<file path="config.mk">
export PLATFORM = sky130hd
export DESIGN_NAME = sar_div
export DESIGN_NICKNAME = d
export VERILOG_FILES = /design/src/rtl/sar_pkg.sv /design/src/rtl/sar_div.sv
export SDC_FILE = /design/constraint.sdc
export NUM_CORES = 2
export LEC_CHECK = 0
export CORE_AREA = 4 4 449 451
export DETAILED_ROUTE_END_ITERATION = 12
export DIE_AREA = 0 0 453 455
export DONT_BUFFER_PORTS = 1
export GPL_ROUTABILITY_DRIVEN = 0
export GPL_TIMING_DRIVEN = 0
export PLACE_DENSITY = 0.67
export SYNTH_ARGS = -nofsm -noshare
export SYNTH_HDL_FRONTEND = slang
export SYNTH_SLANG_ARGS = --single-unit
</file>
<file path="constraint.sdc">
create_clock -name clk -period 3.21 [get_ports clk]
set_input_delay 0.4815 -clock clk [delete_from_list [all_inputs] [get_ports clk]]
set_output_delay 0.4815 -clock clk [all_outputs]
set_load 0.01 [all_outputs]
</file>
<file path="src/rtl/sar_pkg.sv">
package sar_pkg;

  // normalized vector components, squares and root
  localparam int NORM_BITS = 30;
  localparam int SQ_BITS   = 61;
  localparam int ROOT_BITS = 31;

  // cordic datapath and angle widths
  localparam int CW        = 34;
  localparam int ANG_BITS  = 32;
  localparam int TABLE_LEN = 24;

  // angle in 1/65536 of a hundredth of a degree
  localparam int ANGLE_RES_BITS = 30;
  localparam logic [ANGLE_RES_BITS-1:0] ANGLE_FULL = 30'd589824000;
  localparam logic [13:0] LIMIT_MAX = 14'd9000;

  // ramp arithmetic
  localparam int NUM_BITS = 31;
  localparam int DIV_N_BITS = 47;
  localparam int Q_BITS = 16;

  // configuration register indexes
  localparam logic [2:0] CFG_SPACING   = 3'd0;
  localparam logic [2:0] CFG_SCALE     = 3'd1;
  localparam logic [2:0] CFG_ANGLE_MIN = 3'd2;
  localparam logic [2:0] CFG_ANGLE_MAX = 3'd3;
  localparam logic [2:0] CFG_RAMP_MODE = 3'd4;

  localparam logic [1:0] RAMP_RISING = 2'd1;

  // atan(2^-i) in 1/65536 hundredths of a degree
  localparam logic [ANGLE_RES_BITS-1:0] ATAN_TABLE [TABLE_LEN] = '{
    30'd294912000, 30'd174096719, 30'd91987925, 30'd46694507, 30'd23437865,
    30'd11730358, 30'd5866613, 30'd2933484, 30'd1466766, 30'd733385,
    30'd366693, 30'd183346, 30'd91673, 30'd45837, 30'd22918, 30'd11459,
    30'd5730, 30'd2865, 30'd1432, 30'd716, 30'd358, 30'd179, 30'd90, 30'd45
  };

  // flags that ride beside the ramp division
  typedef struct packed {
    logic force_res;
    logic force_one;
  } ramp_flags_t;

  // arithmetic shift that truncates toward zero
  function automatic logic signed [CW-1:0] shr_trunc(input logic signed [CW-1:0] v,
                                                     input int s);
    logic [CW-1:0] mag;
    mag = v[CW-1] ? CW'(-v) : CW'(v);
    mag = mag >> s;
    return v[CW-1] ? -$signed(mag) : $signed(mag);
  endfunction

endpackage

</file>
<file path="src/rtl/sar_div.sv">
module sar_div (
  input  logic                                   clk,
  input  logic                                   rst,
  input  logic                                   en,
  input  logic                                   vld_in,
  input  logic [sar_pkg::DIV_N_BITS-1:0]         num_in,
  input  logic [sar_pkg::ANGLE_RES_BITS-1:0]     den_in,
  input  sar_pkg::ramp_flags_t                   flags_in,
  output logic                                   vld_out,
  output logic [sar_pkg::Q_BITS-1:0]             q_out
);

  localparam int NB = sar_pkg::DIV_N_BITS;
  localparam int DB = sar_pkg::ANGLE_RES_BITS;
  localparam int QB = sar_pkg::Q_BITS;

  // saturation check stage
  logic                 vld_s;
  logic                 sat_s;
  logic [NB-1:0]        rem_s;
  logic [DB-1:0]        den_s;
  sar_pkg::ramp_flags_t flags_s;

  logic [QB-1:0]        vld_q;
  logic [NB-1:0]        rem_q   [QB];
  logic [QB-1:0]        quo_q   [QB];
  logic [DB-1:0]        den_q   [QB];
  logic                 sat_q   [QB];
  sar_pkg::ramp_flags_t flags_q [QB];
  logic [NB-1:0]        rem_next [QB];
  logic [QB-1:0]        quo_next [QB];

  logic vld_o;
  logic [QB-1:0] q_o;

  // restoring division, one quotient bit per stage
  always_comb begin
    logic [NB-1:0] cur_rem, trial;
    logic [QB-1:0] cur_quo;
    logic [DB-1:0] cur_den;
    for (int k = 0; k < QB; k++) begin
      cur_rem = (k == 0) ? rem_s : rem_q[(k == 0) ? 0 : k - 1];
      cur_quo = (k == 0) ? '0 : quo_q[(k == 0) ? 0 : k - 1];
      cur_den = (k == 0) ? den_s : den_q[(k == 0) ? 0 : k - 1];
      trial = NB'(cur_den) << (QB - 1 - k);
      if (cur_rem >= trial) begin
        rem_next[k] = cur_rem - trial;
        quo_next[k] = cur_quo | (QB'(1) << (QB - 1 - k));
      end else begin
        rem_next[k] = cur_rem;
        quo_next[k] = cur_quo;
      end
    end
  end

  // valid chain
  always_ff @(posedge clk) begin
    if (rst) begin
      vld_s <= 1'b0;
      vld_q <= '0;
      vld_o <= 1'b0;
    end else if (en) begin
      vld_s <= vld_in;
      vld_q <= {vld_q[QB-2:0], vld_s};
      vld_o <= vld_q[QB-1];
    end
  end

  // stage payload
  always_ff @(posedge clk) begin
    if (en) begin
      sat_s   <= num_in >= (NB'(den_in) << QB);
      rem_s   <= num_in;
      den_s   <= den_in;
      flags_s <= flags_in;
      for (int k = 0; k < QB; k++) begin
        rem_q[k]   <= rem_next[k];
        quo_q[k]   <= quo_next[k];
        den_q[k]   <= (k == 0) ? den_s : den_q[(k == 0) ? 0 : k - 1];
        sat_q[k]   <= (k == 0) ? sat_s : sat_q[(k == 0) ? 0 : k - 1];
        flags_q[k] <= (k == 0) ? flags_s : flags_q[(k == 0) ? 0 : k - 1];
      end
      // final select of forced, saturated or divided value
      if (flags_q[QB-1].force_res) begin
        q_o <= flags_q[QB-1].force_one ? '1 : '0;
      end else if (sat_q[QB-1]) begin
        q_o <= '1;
      end else begin
        q_o <= quo_q[QB-1];
      end
    end
  end

  assign vld_out = vld_o;
  assign q_out   = q_o;

endmodule

</file>
==> impl_metrics.tcl <==
set metrics [dict create \
    status "finished with violations" \
    violations "negative setup slack" \
    wl_per_cell_um 20.07 \
    die_width_um 453 \
    die-height_um 455 \
    ys_warn_count 0 \
    drive_gt1_share_pct 23.86 \
    root_buffer "clkbuf_16" \
    power.leakage_nw 38.80 \
    final_cell_mix "edfxtp_1, inv_1, a21oi_1" \
    grt_antenna_before_repair 3 \
    clkPwrFrac_pct 20.1 \
    setup.worst_path.class "flop to flop" \
    grt_pass1_wl_um 304800 \
    final_common_cell "edfxtp_1" \
    hold_viol_final 0 \
    clkTransAtPathRegs_ns 0.06 \
    dp_cells 9637 \
    required_ns 3.75 \
    grt_start_max_net_pins 242 \
    cp.arrival_ns 4.14 \
    synth.cell_area_um2 78850 \
    die_area_um2 206100 \
    cts_sinks 1453 \
    ys_types 94 \
    ys.flop_type "edfxtp_1" \
    peakVddDrop_mv 0.5684 \
    via_count 57320 \
    hp-class "input port to flop" \
    design_area_um2 100100 \
    max_freq_mhz 278.2 \
    cts_inserted_buffers 159 \
    rsz0062_at_grt "yes" \
    p_per_area_nw_per_um2 856.6 \
    synth_edf_count 1435 \
    skew_ns 0.05478 \
    dp_hpwl_um 139300 \
    min-delay-start "num_in[46]" \
    reg2reg_from "rem_s[15]" \
    synth_fp_nets 7598 \
    cap_violations 0 \
    seqCellArea_um2 43450 \
    syn_inst 6990 \
    netSwitchingPower_mw 31.69 \
    pwr-share-comb_pct 45.1 \
    internal_power_mw 54.02 \
    multiInputGateArea_um2 39030 \
    dp_slack_ns -1.963 \
    final_cells 10390 \
    seqPwrFrac_pct 34.8 \
    drv_slew 0 \
    crit_start "rem_s[15]" \
    wl_um 208400 \
    clk_latency_ns 0.82 \
    switching_share_pct 36.98 \
    ys_ff_latch 1453 \
    syn_avg_cell_area_um2 11.28 \
    layout.nets 8230 \
    fin_crit_sh_pct 112.0 \
    hold_ws_ns 0.2067 \
    endpoint_kind "flop" \
    num_rows 163 \
    grt_pass1_vias 56690 \
    async_reset_ff_share_pct 0 \
    drtIter0Drc 3885 \
    worst_pin_slew_ns 1.386 \
    grt.total_usage_pct 18.62 \
    cts_tree "done" \
    setup_ws_ns -0.3848 \
    syn2layout_area_growth_pct 26.89 \
    cts.path.max_buffers 3 \
    n_fill_cell 16050 \
    io_pins 100 \
    core_um2 197200 \
    via_per_inst 5.519 \
    placed_area_um2 82490 \
    port-buffer-count 0 \
    drc 0 \
    setup_viol 336 \
    cp-start-kind "flop" \
    ant_nets 0 \
    seq_area_frac_synth_pct 55.11 \
    crit_fanout 5 \
    first_pass_iters 6 \
    start_util_pct 39.98 \
    period_minus_slack_ns 3.595 \
    grt_overflow_total 0 \
    fin_util_pct 50.74 \
    htreeDepth 4 \
    max-slew-margin-rel_pct 7.632 \
]
[critical path, stage by stage, from the launching register on]
cell       delay, ns
edfxtp_1        0.40
inv_1           0.08
ha_2            0.19
inv_2           0.04
fa_2            0.37
a211oi_4        0.33
o21ai_4         0.12
a31oi_4         0.32
o32ai_2         0.14
a21oi_2         0.15
nand2_2         0.10
a2111oi_4       0.34
and2_4          0.27
buf_12          0.13
buf_6           0.11
clkbuf_16       0.16
o21ai_4         0.08
[area by class of cell]
type | instances | area share, %
tap | 2640 | 3.301
buffer | 126 | 1.371
inverter | 640 | 2.475
clock inverter | 96 | 0.8353
sequential | 1453 | 43.43
timing repair buffer | 540 | 5.431
timing repair inverter | 2 | 0.01876
antenna | 2 | 0.005002
clock buffer | 187 | 4.125
multi-input combinational | 4700 | 39.01
[power by group through the flow]
stage / logic (mW) / registers (mW) / clock network (mW)
final: 38.6 / 29.9 / 17.2
after global routing: 41.5 / 30.2 / 18.4
after CTS: 33.4 / 29.3 / 17.6
after detailed placement: 28.9 / 29.5 / 0
after global placement: 27.9 / 29.4 / 0
after floorplan: 22.5 / 28.4 / 0
[state kept, by name, indices dropped and copies added (netlist names), 2 cells and up]
register  cells
flags_s       2
quo_q       136
q_out        16
vld_q        16
rem_q       705
sat_q        16
flags_q      32
den_q       450
den_s        30
rem_s        47
[per-stage QoR]
step | power (mW) | setup TNS [ns]
2_1_floorplan | 50.94 | -0.09685
6_report | 85.71 | -56.08
4_1_cts | 80.33 | -41.89
3_3_place_gp | 57.31 | -680.89
3_5_place_dp | 58.39 | -1492.51
5_1_grt | 90.12 | -79.27
[what timing repair did]
item,CTS,global route
resized for setup,1024,895
endpoints found under the hold margin,87,0
setup endpoints to repair,1034,726
buffers inserted,227,192
hold buffers,82,0
gates cloned,28,23
pin swaps,227,324
[cells by family after synthesis]
group / after synthesis / share of synthesized area (%)
AND/OR/NAND/NOR: 1755 / 10.88
multiplexers: 125 / 1.772
XOR/XNOR: 514 / 5.709
buffers and inverters: 838 / 4.056
AO/OA/AOI/OAI: 1780 / 14.00
flip-flops: 1453 / 55.11
adder cells (fa/ha/maj): 525 / 8.473
[worst paths after layout]
| kind | depth (start not counted) | end | slack (ns) |
|---|---|---|---|
| max | 16 | rem_q[0][27] | -0.38 |
| min | 2 | sat_s | 0.21 |
| max reg2reg | 16 | rem_q[0][27] | -0.38 |
| min reg2reg | 0 | quo_q[0][92] | 0.40 |
[synth_stat cells (all sizes together) (15+ instances only)]
master,count,share of area (%)
a21o,270,2.6
o31a,15,0.17
and2,20,0.16
inv,638,3.0
nor3b,18,0.19
clkbuf,168,0.80
and4,17,0.19
o31ai,42,0.40
mux2i,23,0.29
xnor2,312,3.5
a21oi,600,3.8
o21a,77,0.73
nor4b,18,0.20
nor3,101,0.65
nor2b,70,0.56
a221oi,16,0.18
a211o,15,0.17
a31oi,53,0.42
edfxtp,1435,55
o21ai,410,2.6
nand4b,15,0.17
or4,24,0.24
fa,15,0.38
mux2,102,1.5
xor2,202,2.2
dfxtp,18,0.46
or2,21,0.17
nand2,482,2.3
nand3,120,0.76
nor2,484,2.3
buf,30,0.21
nand2b,76,0.60
or3,31,0.26
and3,42,0.33
a211oi,54,0.54
nand4,113,0.90
nor4,76,0.62
o211ai,38,0.36
ha,510,8.1
o21bai,46,0.44
[layer usage]
metal / GRT usage [%] / vias to the layer above / part of all wire (%)
li1: - / 27020 / -
met1: 17.82 / 27310 / 34
met2: 35.03 / 2156 / 52
met3: 2.845 / 831 / 4.4
met4: 15.33 / 0 / 9.5
met5: 0 / - / 0
No activity file was read; power rests on OpenSTA's default activity.
