**src/rtl/sar_pkg.sv**
```systemverilog
package sar_pkg;

  // normalized vector components, squares and root
  localparam int NORM_BITS = 30;
  localparam int SQ_BITS   = 61;
  localparam int ROOT_BITS = 31;

  // cordic datapath and angle widths
  localparam int CW        = 34;
  localparam int ANG_BITS  = 32;
  localparam int TABLE_LEN = 24;

  // angle in 1/65536 of a hundredth of a degree
  localparam int ANGLE_RES_BITS = 30;
  localparam logic [ANGLE_RES_BITS-1:0] ANGLE_FULL = 30'd589824000;
  localparam logic [13:0] LIMIT_MAX = 14'd9000;

  // ramp arithmetic
  localparam int NUM_BITS = 31;
  localparam int DIV_N_BITS = 47;
  localparam int Q_BITS = 16;

  // configuration register indexes
  localparam logic [2:0] CFG_SPACING   = 3'd0;
  localparam logic [2:0] CFG_SCALE     = 3'd1;
  localparam logic [2:0] CFG_ANGLE_MIN = 3'd2;
  localparam logic [2:0] CFG_ANGLE_MAX = 3'd3;
  localparam logic [2:0] CFG_RAMP_MODE = 3'd4;

  localparam logic [1:0] RAMP_RISING = 2'd1;

  // atan(2^-i) in 1/65536 hundredths of a degree
  localparam logic [ANGLE_RES_BITS-1:0] ATAN_TABLE [TABLE_LEN] = '{
    30'd294912000, 30'd174096719, 30'd91987925, 30'd46694507, 30'd23437865,
    30'd11730358, 30'd5866613, 30'd2933484, 30'd1466766, 30'd733385,
    30'd366693, 30'd183346, 30'd91673, 30'd45837, 30'd22918, 30'd11459,
    30'd5730, 30'd2865, 30'd1432, 30'd716, 30'd358, 30'd179, 30'd90, 30'd45
  };

  // flags that ride beside the ramp division
  typedef struct packed {
    logic force_res;
    logic force_one;
  } ramp_flags_t;

  // arithmetic shift that truncates toward zero
  function automatic logic signed [CW-1:0] shr_trunc(input logic signed [CW-1:0] v,
                                                     input int s);
    logic [CW-1:0] mag;
    mag = v[CW-1] ? CW'(-v) : CW'(v);
    mag = mag >> s;
    return v[CW-1] ? -$signed(mag) : $signed(mag);
  endfunction

endpackage

```
**src/rtl/sar_isqrt.sv**
```systemverilog
module sar_isqrt (
  input  logic                           clk,
  input  logic                           rst,
  input  logic                           en,
  input  logic                           vld_in,
  input  logic [sar_pkg::SQ_BITS-1:0]    rad_in,
  input  logic [sar_pkg::NORM_BITS-1:0]  z_in,
  output logic                           vld_out,
  output logic [sar_pkg::ROOT_BITS-1:0]  root_out,
  output logic [sar_pkg::NORM_BITS-1:0]  z_out
);

  localparam int RB = sar_pkg::ROOT_BITS;
  localparam int SB = sar_pkg::SQ_BITS;

  logic [RB-1:0] vld_q;
  logic [SB-1:0] rem_q  [RB];
  logic [RB-1:0] root_q [RB];
  logic [sar_pkg::NORM_BITS-1:0] z_q [RB];
  logic [SB-1:0] rem_next  [RB];
  logic [RB-1:0] root_next [RB];

  // one result bit per stage, most significant first
  always_comb begin
    logic [SB-1:0] cur_rem;
    logic [RB-1:0] cur_root;
    logic [SB:0]   trial;
    for (int k = 0; k < RB; k++) begin
      cur_rem  = (k == 0) ? rad_in : rem_q[(k == 0) ? 0 : k - 1];
      cur_root = (k == 0) ? '0 : root_q[(k == 0) ? 0 : k - 1];
      trial = ((SB + 1)'(cur_root) << (RB - k)) + ((SB + 1)'(1) << (2 * (RB - 1 - k)));
      if ({1'b0, cur_rem} >= trial) begin
        rem_next[k]  = cur_rem - trial[SB-1:0];
        root_next[k] = cur_root | (RB'(1) << (RB - 1 - k));
      end else begin
        rem_next[k]  = cur_rem;
        root_next[k] = cur_root;
      end
    end
  end

  // valid chain
  always_ff @(posedge clk) begin
    if (rst) begin
      vld_q <= '0;
    end else if (en) begin
      vld_q <= {vld_q[RB-2:0], vld_in};
    end
  end

  // stage payload
  always_ff @(posedge clk) begin
    if (en) begin
      for (int k = 0; k < RB; k++) begin
        rem_q[k]  <= rem_next[k];
        root_q[k] <= root_next[k];
        z_q[k]    <= (k == 0) ? z_in : z_q[(k == 0) ? 0 : k - 1];
      end
    end
  end

  assign vld_out  = vld_q[RB-1];
  assign root_out = root_q[RB-1];
  assign z_out    = z_q[RB-1];

endmodule

```
**config.mk**
```make
export PLATFORM = sky130hd
export DESIGN_NAME = sar_isqrt
export DESIGN_NICKNAME = d
export VERILOG_FILES = /design/src/rtl/sar_pkg.sv /design/src/rtl/sar_isqrt.sv
export SDC_FILE = /design/constraint.sdc
export NUM_CORES = 2
export LEC_CHECK = 0
export BUFFER_PORTS_ARGS = -buffer_cell sky130_fd_sc_hd__buf_4
export CAP_MARGIN = 10
export CORE_UTILIZATION = 57
export DETAILED_ROUTE_END_ITERATION = 10
export PLACE_DENSITY = 0.86
export SLEW_MARGIN = 20
export SYNTH_ARGS = -nofsm -noshare
export SYNTH_HDL_FRONTEND = slang
export SYNTH_SLANG_ARGS = --single-unit
export TNS_END_PERCENT = 30
```
**constraint.sdc**
```tcl
create_clock -name clk -period 3.5 [get_ports clk]
set_input_delay 0.35 -clock clk [delete_from_list [all_inputs] [get_ports clk]]
set_output_delay 0.35 -clock clk [all_outputs]
set_load 0.02 [all_outputs]
```
==> results by group <==
STA
  • Worst Skew: 0.112 ns
  • Final critical-path share of the clock period: 103%
  • Final hold violations: 0
  • Headroom to the max-slew limit: 40.7%
  • Highest achievable clock rate: 277 MHz
  • Final-report max-slew violation count: 0
  • Minimum setup slack in the final design: -0.112 ns
  • Clock period minus worst slack: 3.61 ns
  • Hold slack: 0.0377 ns
  • Worst-margin pin slew: 0.889 ns
  • Final setup violation count: 10
  • Unrepaired setup endpoints after global routing: yes

Synthesis
  • Synthesized netlist net count: 10600
  • Fraction of synthesized cell area taken by the top area cell type: 69.3%
  • Flops & latches, synth: 3287
  • Cell taking the most area after synthesis: sky130_fd_sc_hd__edfxtp_1
  • Top flip-flop cell by instance count after synthesis: sky130_fd_sc_hd__edfxtp_1
  • Sequential area share after synthesis: 69.8%
  • Gate count after technology mapping: 9987
  • Commonest cells in the synthesized netlist: 3256 x sky130_fd_sc_hd__edfxtp_1, 690 x sky130_fd_sc_hd__nor2_1, 653 x sky130_fd_sc_hd__inv_1
  • EDFF count, synth: 3256
  • Count of unique library cells instantiated by Yosys: 100
  • FFs w/ async S/R, synth: 0%
  • Number of warnings reported in the yosys synthesis log: 0
  • Cell with the most instances after synthesis: sky130_fd_sc_hd__edfxtp_1
  • Cell area after synthesis: 141000 sq um
  • Mean post-synth cell area: 14.1 sq um
  • Top post-synthesis cells by area: sky130_fd_sc_hd__edfxtp_1 69%, sky130_fd_sc_hd__ha_1 4.6%, sky130_fd_sc_hd__xnor2_1 2.7%, sky130_fd_sc_hd__a21oi_1 2.2%, sky130_fd_sc_hd__xor2_1 2.2%

Drt
  • Router iterations before antenna repair: 8
  • Per-cell routed wire length: 23.7 um
  • Vias per inst: 6.06
  • DRC violation count after routing: 0
  • DR vias: 87800
  • Final wirelength: 344000 um
  • DR iter-0 viols: 9476
  • Antenna-violating nets left: 0

GRT
  • Number of global-route vias before repair: 86300
  • Maximum number of pins on one net before global-route repair: 175
  • Antenna violations before repair: 12
  • Total routing usage reported by global routing: 27.1%
  • Wire length of the first global-routing pass: 515000 um
  • Residual overflow from global routing: 0

CTS
  • Total clock buffers created by CTS: 342
  • Clock tree from TritonCTS: yes
  • Clk root buf: sky130_fd_sc_hd__clkbuf_16
  • Maximum level of the CTS H-tree: 5
  • Later-pin clock latency in the skew report: 1.05 ns
  • Clock Pin Slew Worst Setup and Hold Paths: 0.07 ns
  • Clock Path Buffers: 4
  • Num Clock Sinks: 3287

Floorplanning
  • Area of the placeable core: 246000 sq um
  • Placement Rows: 182
  • Total I/O pin count: 157
  • Effective utilization at floorplan: 57.3%
  • Height of the die: 499 um
  • Die boundary width: 499 um
  • Area enclosed by the die boundary: 249000 sq um

Setup path
  • Sort of element at the end of the critical path: flop
  • Origin of the worst setup path: rem_q[1][294]
  • Startpoint types: flop
  • Crit-path leading delay family: simple AND/OR/NAND/NOR gates
  • Critical register-to-register path startpoint: rem_q[1][294]
  • Combined buffer and inverter count along the critical path: 0
  • Critical Path Max Stage Delay: 0.49 ns
  • Most frequent cell on the critical path: sky130_fd_sc_hd__or3_4
  • Arrival @ worst endpoint: 4.36 ns
  • Required time reported for the critical path endpoint: 4.25 ns
  • Cells along the critical path: or3_1 > or2_0 > or3_4 > nor4_4 > or3_4 > o31ai_1 > a211o_2 > nor4_1 > xor2_1
  • Slowest cell on the critical path: sky130_fd_sc_hd__or3_4
  • Worst setup path category: flop to flop
  • Critical path fanouts, max: 7

Final layout
  • Fin nets: 11600
  • Signed area change from the synthesized netlist to the final layout: 16.2%
  • Core Util, Final: 66.6%
  • Share of layout cells above drive strength 1: 14.5%

Placed design
  • Gpl congestion: 0.971
  • HPWL reported at the end of detailed placement: 237000 um
  • Port Buffer Count: 156

Run status
  • Result of the run: finished, violations left
  • Failing checks: negative setup slack

Hold path
  • Startpoint of the worst hold path: rad_in[8]
  • Hold crit path type: input pin to flop

Power
  • Clock group share of total power: 32.5%
  • Comb pwr share: 19.8%
  • Power density over cell area: 671 nW/um^2
  • Leakage power total: 0.0612 uW
  • VDD IR-drop max: 0.549 mV
  • Post-route total power: 110000 uW
  • Reported net switching power: 31000 uW
  • Power Internal: 78900 uW
  • Switching fraction of total power: 28.2%
  • Portion of total power attributed to sequential cells: 47.7%

Run
  • Number of max-capacitance violations reported: 0
## power groups by stage
stage / clock network, uW / logic, uW / registers [uW]
6_report: 35800 / 21700 / 52400
5_1_grt: 37800 / 23600 / 52700
4_1_cts: 36100 / 20900 / 52200
3_5_place_dp: 0 / 20400 / 52900
3_3_place_gp: 0 / 20000 / 52800
2_1_floorplan: 0 / 13400 / 51300
## final cells by class
| class | count | area, sq um |
|---|---|---|
| repair buffers | 906 | 7650 |
| multi-input cells | 5820 | 40400 |
| inverters | 655 | 2460 |
| diodes | 2 | 5.00 |
| fillers | 16400 | 82100 |
| clock buffers | 402 | 8800 |
| well taps | 3220 | 4030 |
| flip-flops and latches | 3287 | 98400 |
| clock inverters | 205 | 2100 |
## registers in the layout, indices dropped and copies added, names as in the netlist
| name | count |
|---|---|
| vld_q | 31 |
| root_q | 496 |
| z_q | 930 |
| rem_q | 1830 |
## worst paths after layout
check	end	slack (ns)	depth (start not counted)
worst max-delay path	rem_q[1][360]	-0.11	9
worst min-delay path	rem_q[0][8]	0.04	2
worst max register to register	rem_q[1][360]	-0.11	9
worst min register to register	z_q[0][168]	0.38	0
## cell usage in the layout (no fill, tap or decap), types with 27 or more instances in the layout
cell type                       instances
sky130_fd_sc_hd__edfxtp_1            3256
sky130_fd_sc_hd__buf_4                741
sky130_fd_sc_hd__nor2_1               686
sky130_fd_sc_hd__inv_1                653
sky130_fd_sc_hd__a21oi_1              621
sky130_fd_sc_hd__nand2_1              514
sky130_fd_sc_hd__ha_1                 502
sky130_fd_sc_hd__xnor2_1              425
sky130_fd_sc_hd__o21ai_0              361
sky130_fd_sc_hd__xor2_1               359
sky130_fd_sc_hd__clkbuf_16            342
sky130_fd_sc_hd__nor4_1               271
sky130_fd_sc_hd__nor3_1               218
sky130_fd_sc_hd__a21o_1               181
sky130_fd_sc_hd__nand4_1              146
sky130_fd_sc_hd__nand3_1              135
sky130_fd_sc_hd__dlygate4sd3_1        113
sky130_fd_sc_hd__nand2b_1             107
sky130_fd_sc_hd__or3_1                 99
sky130_fd_sc_hd__mux2_2                87
sky130_fd_sc_hd__o21a_1                78
sky130_fd_sc_hd__nor2b_1               69
sky130_fd_sc_hd__clkinv_1              66
sky130_fd_sc_hd__or4_1                 61
sky130_fd_sc_hd__clkinv_2              58
sky130_fd_sc_hd__a31oi_1               57
sky130_fd_sc_hd__clkbuf_1              57
sky130_fd_sc_hd__o21bai_1              46
sky130_fd_sc_hd__and3_1                45
sky130_fd_sc_hd__a211oi_1              43
sky130_fd_sc_hd__o31ai_1               43
sky130_fd_sc_hd__mux2i_1               42
sky130_fd_sc_hd__buf_12                40
sky130_fd_sc_hd__or2_2                 39
sky130_fd_sc_hd__bufinv_16             37
sky130_fd_sc_hd__nor4b_1               36
sky130_fd_sc_hd__o211ai_1              31
sky130_fd_sc_hd__dfxtp_1               31
sky130_fd_sc_hd__nor4_2                27
## metal layers
metal / vias up / part of all wire (%) / GRT usage [%]
met4: 12 / 4.6 / 11.6
met5: - / 0.030 / 0
met3: 968 / 7.9 / 4.56
met1: 42800 / 40 / 36.0
met2: 4199 / 47 / 44.2
li1: 39800 / - / -
## through the flow
| stage | area, sq um | instances | worst slack (ns) | TNS, ns |
|---|---|---|---|---|
| after CTS | 163000 | 14500 | -0.0288 | -0.0499 |
| final | 164000 | 14500 | -0.112 | -0.510 |
| after global routing | 164000 | 14500 | -0.117 | -1.25 |
| after global placement | 150000 | 13700 | -0.307 | -11.65 |
| after detailed placement | 150000 | 13700 | -0.394 | -15.37 |
| after floorplan | 141000 | 9987 | 0.128 | 0 |
## cells by family (layout without fill, tap and decap cells)
| logic type | count (synthesis) | in the layout | share of synthesized area (%) |
|---|---|---|---|
| xor gates and xnor gates | 790 | 790 | 4.91 |
| other | 1 | 3 | 0.00266 |
| AOI/OAI and AO/OA | 1721 | 1721 | 7.52 |
| muxes | 130 | 130 | 1.00 |
| and+or+nand+nor | 2654 | 2654 | 9.68 |
| adders and majority gates | 524 | 524 | 4.65 |
| DFF | 3287 | 3287 | 69.8 |
| buffers and inverters | 880 | 2168 | 2.46 |
## repair_timing
action,in CTS,in global routing
endpoints found under the hold margin,125,0
gates resized for setup,55,200
pin swaps,12,41
hold buffers,113,0
setup endpoints to repair,161,343
buffers inserted,8,23
## worst register-to-register path: cells and delay by family, from the launching register on
family | cells | cell delay, ns
compound gates | 2 | 0.52
xor+xnor | 1 | 0.32
simple gates | 6 | 2.08
flops | 1 | 0.48
(Power assumes the default switching activity.)
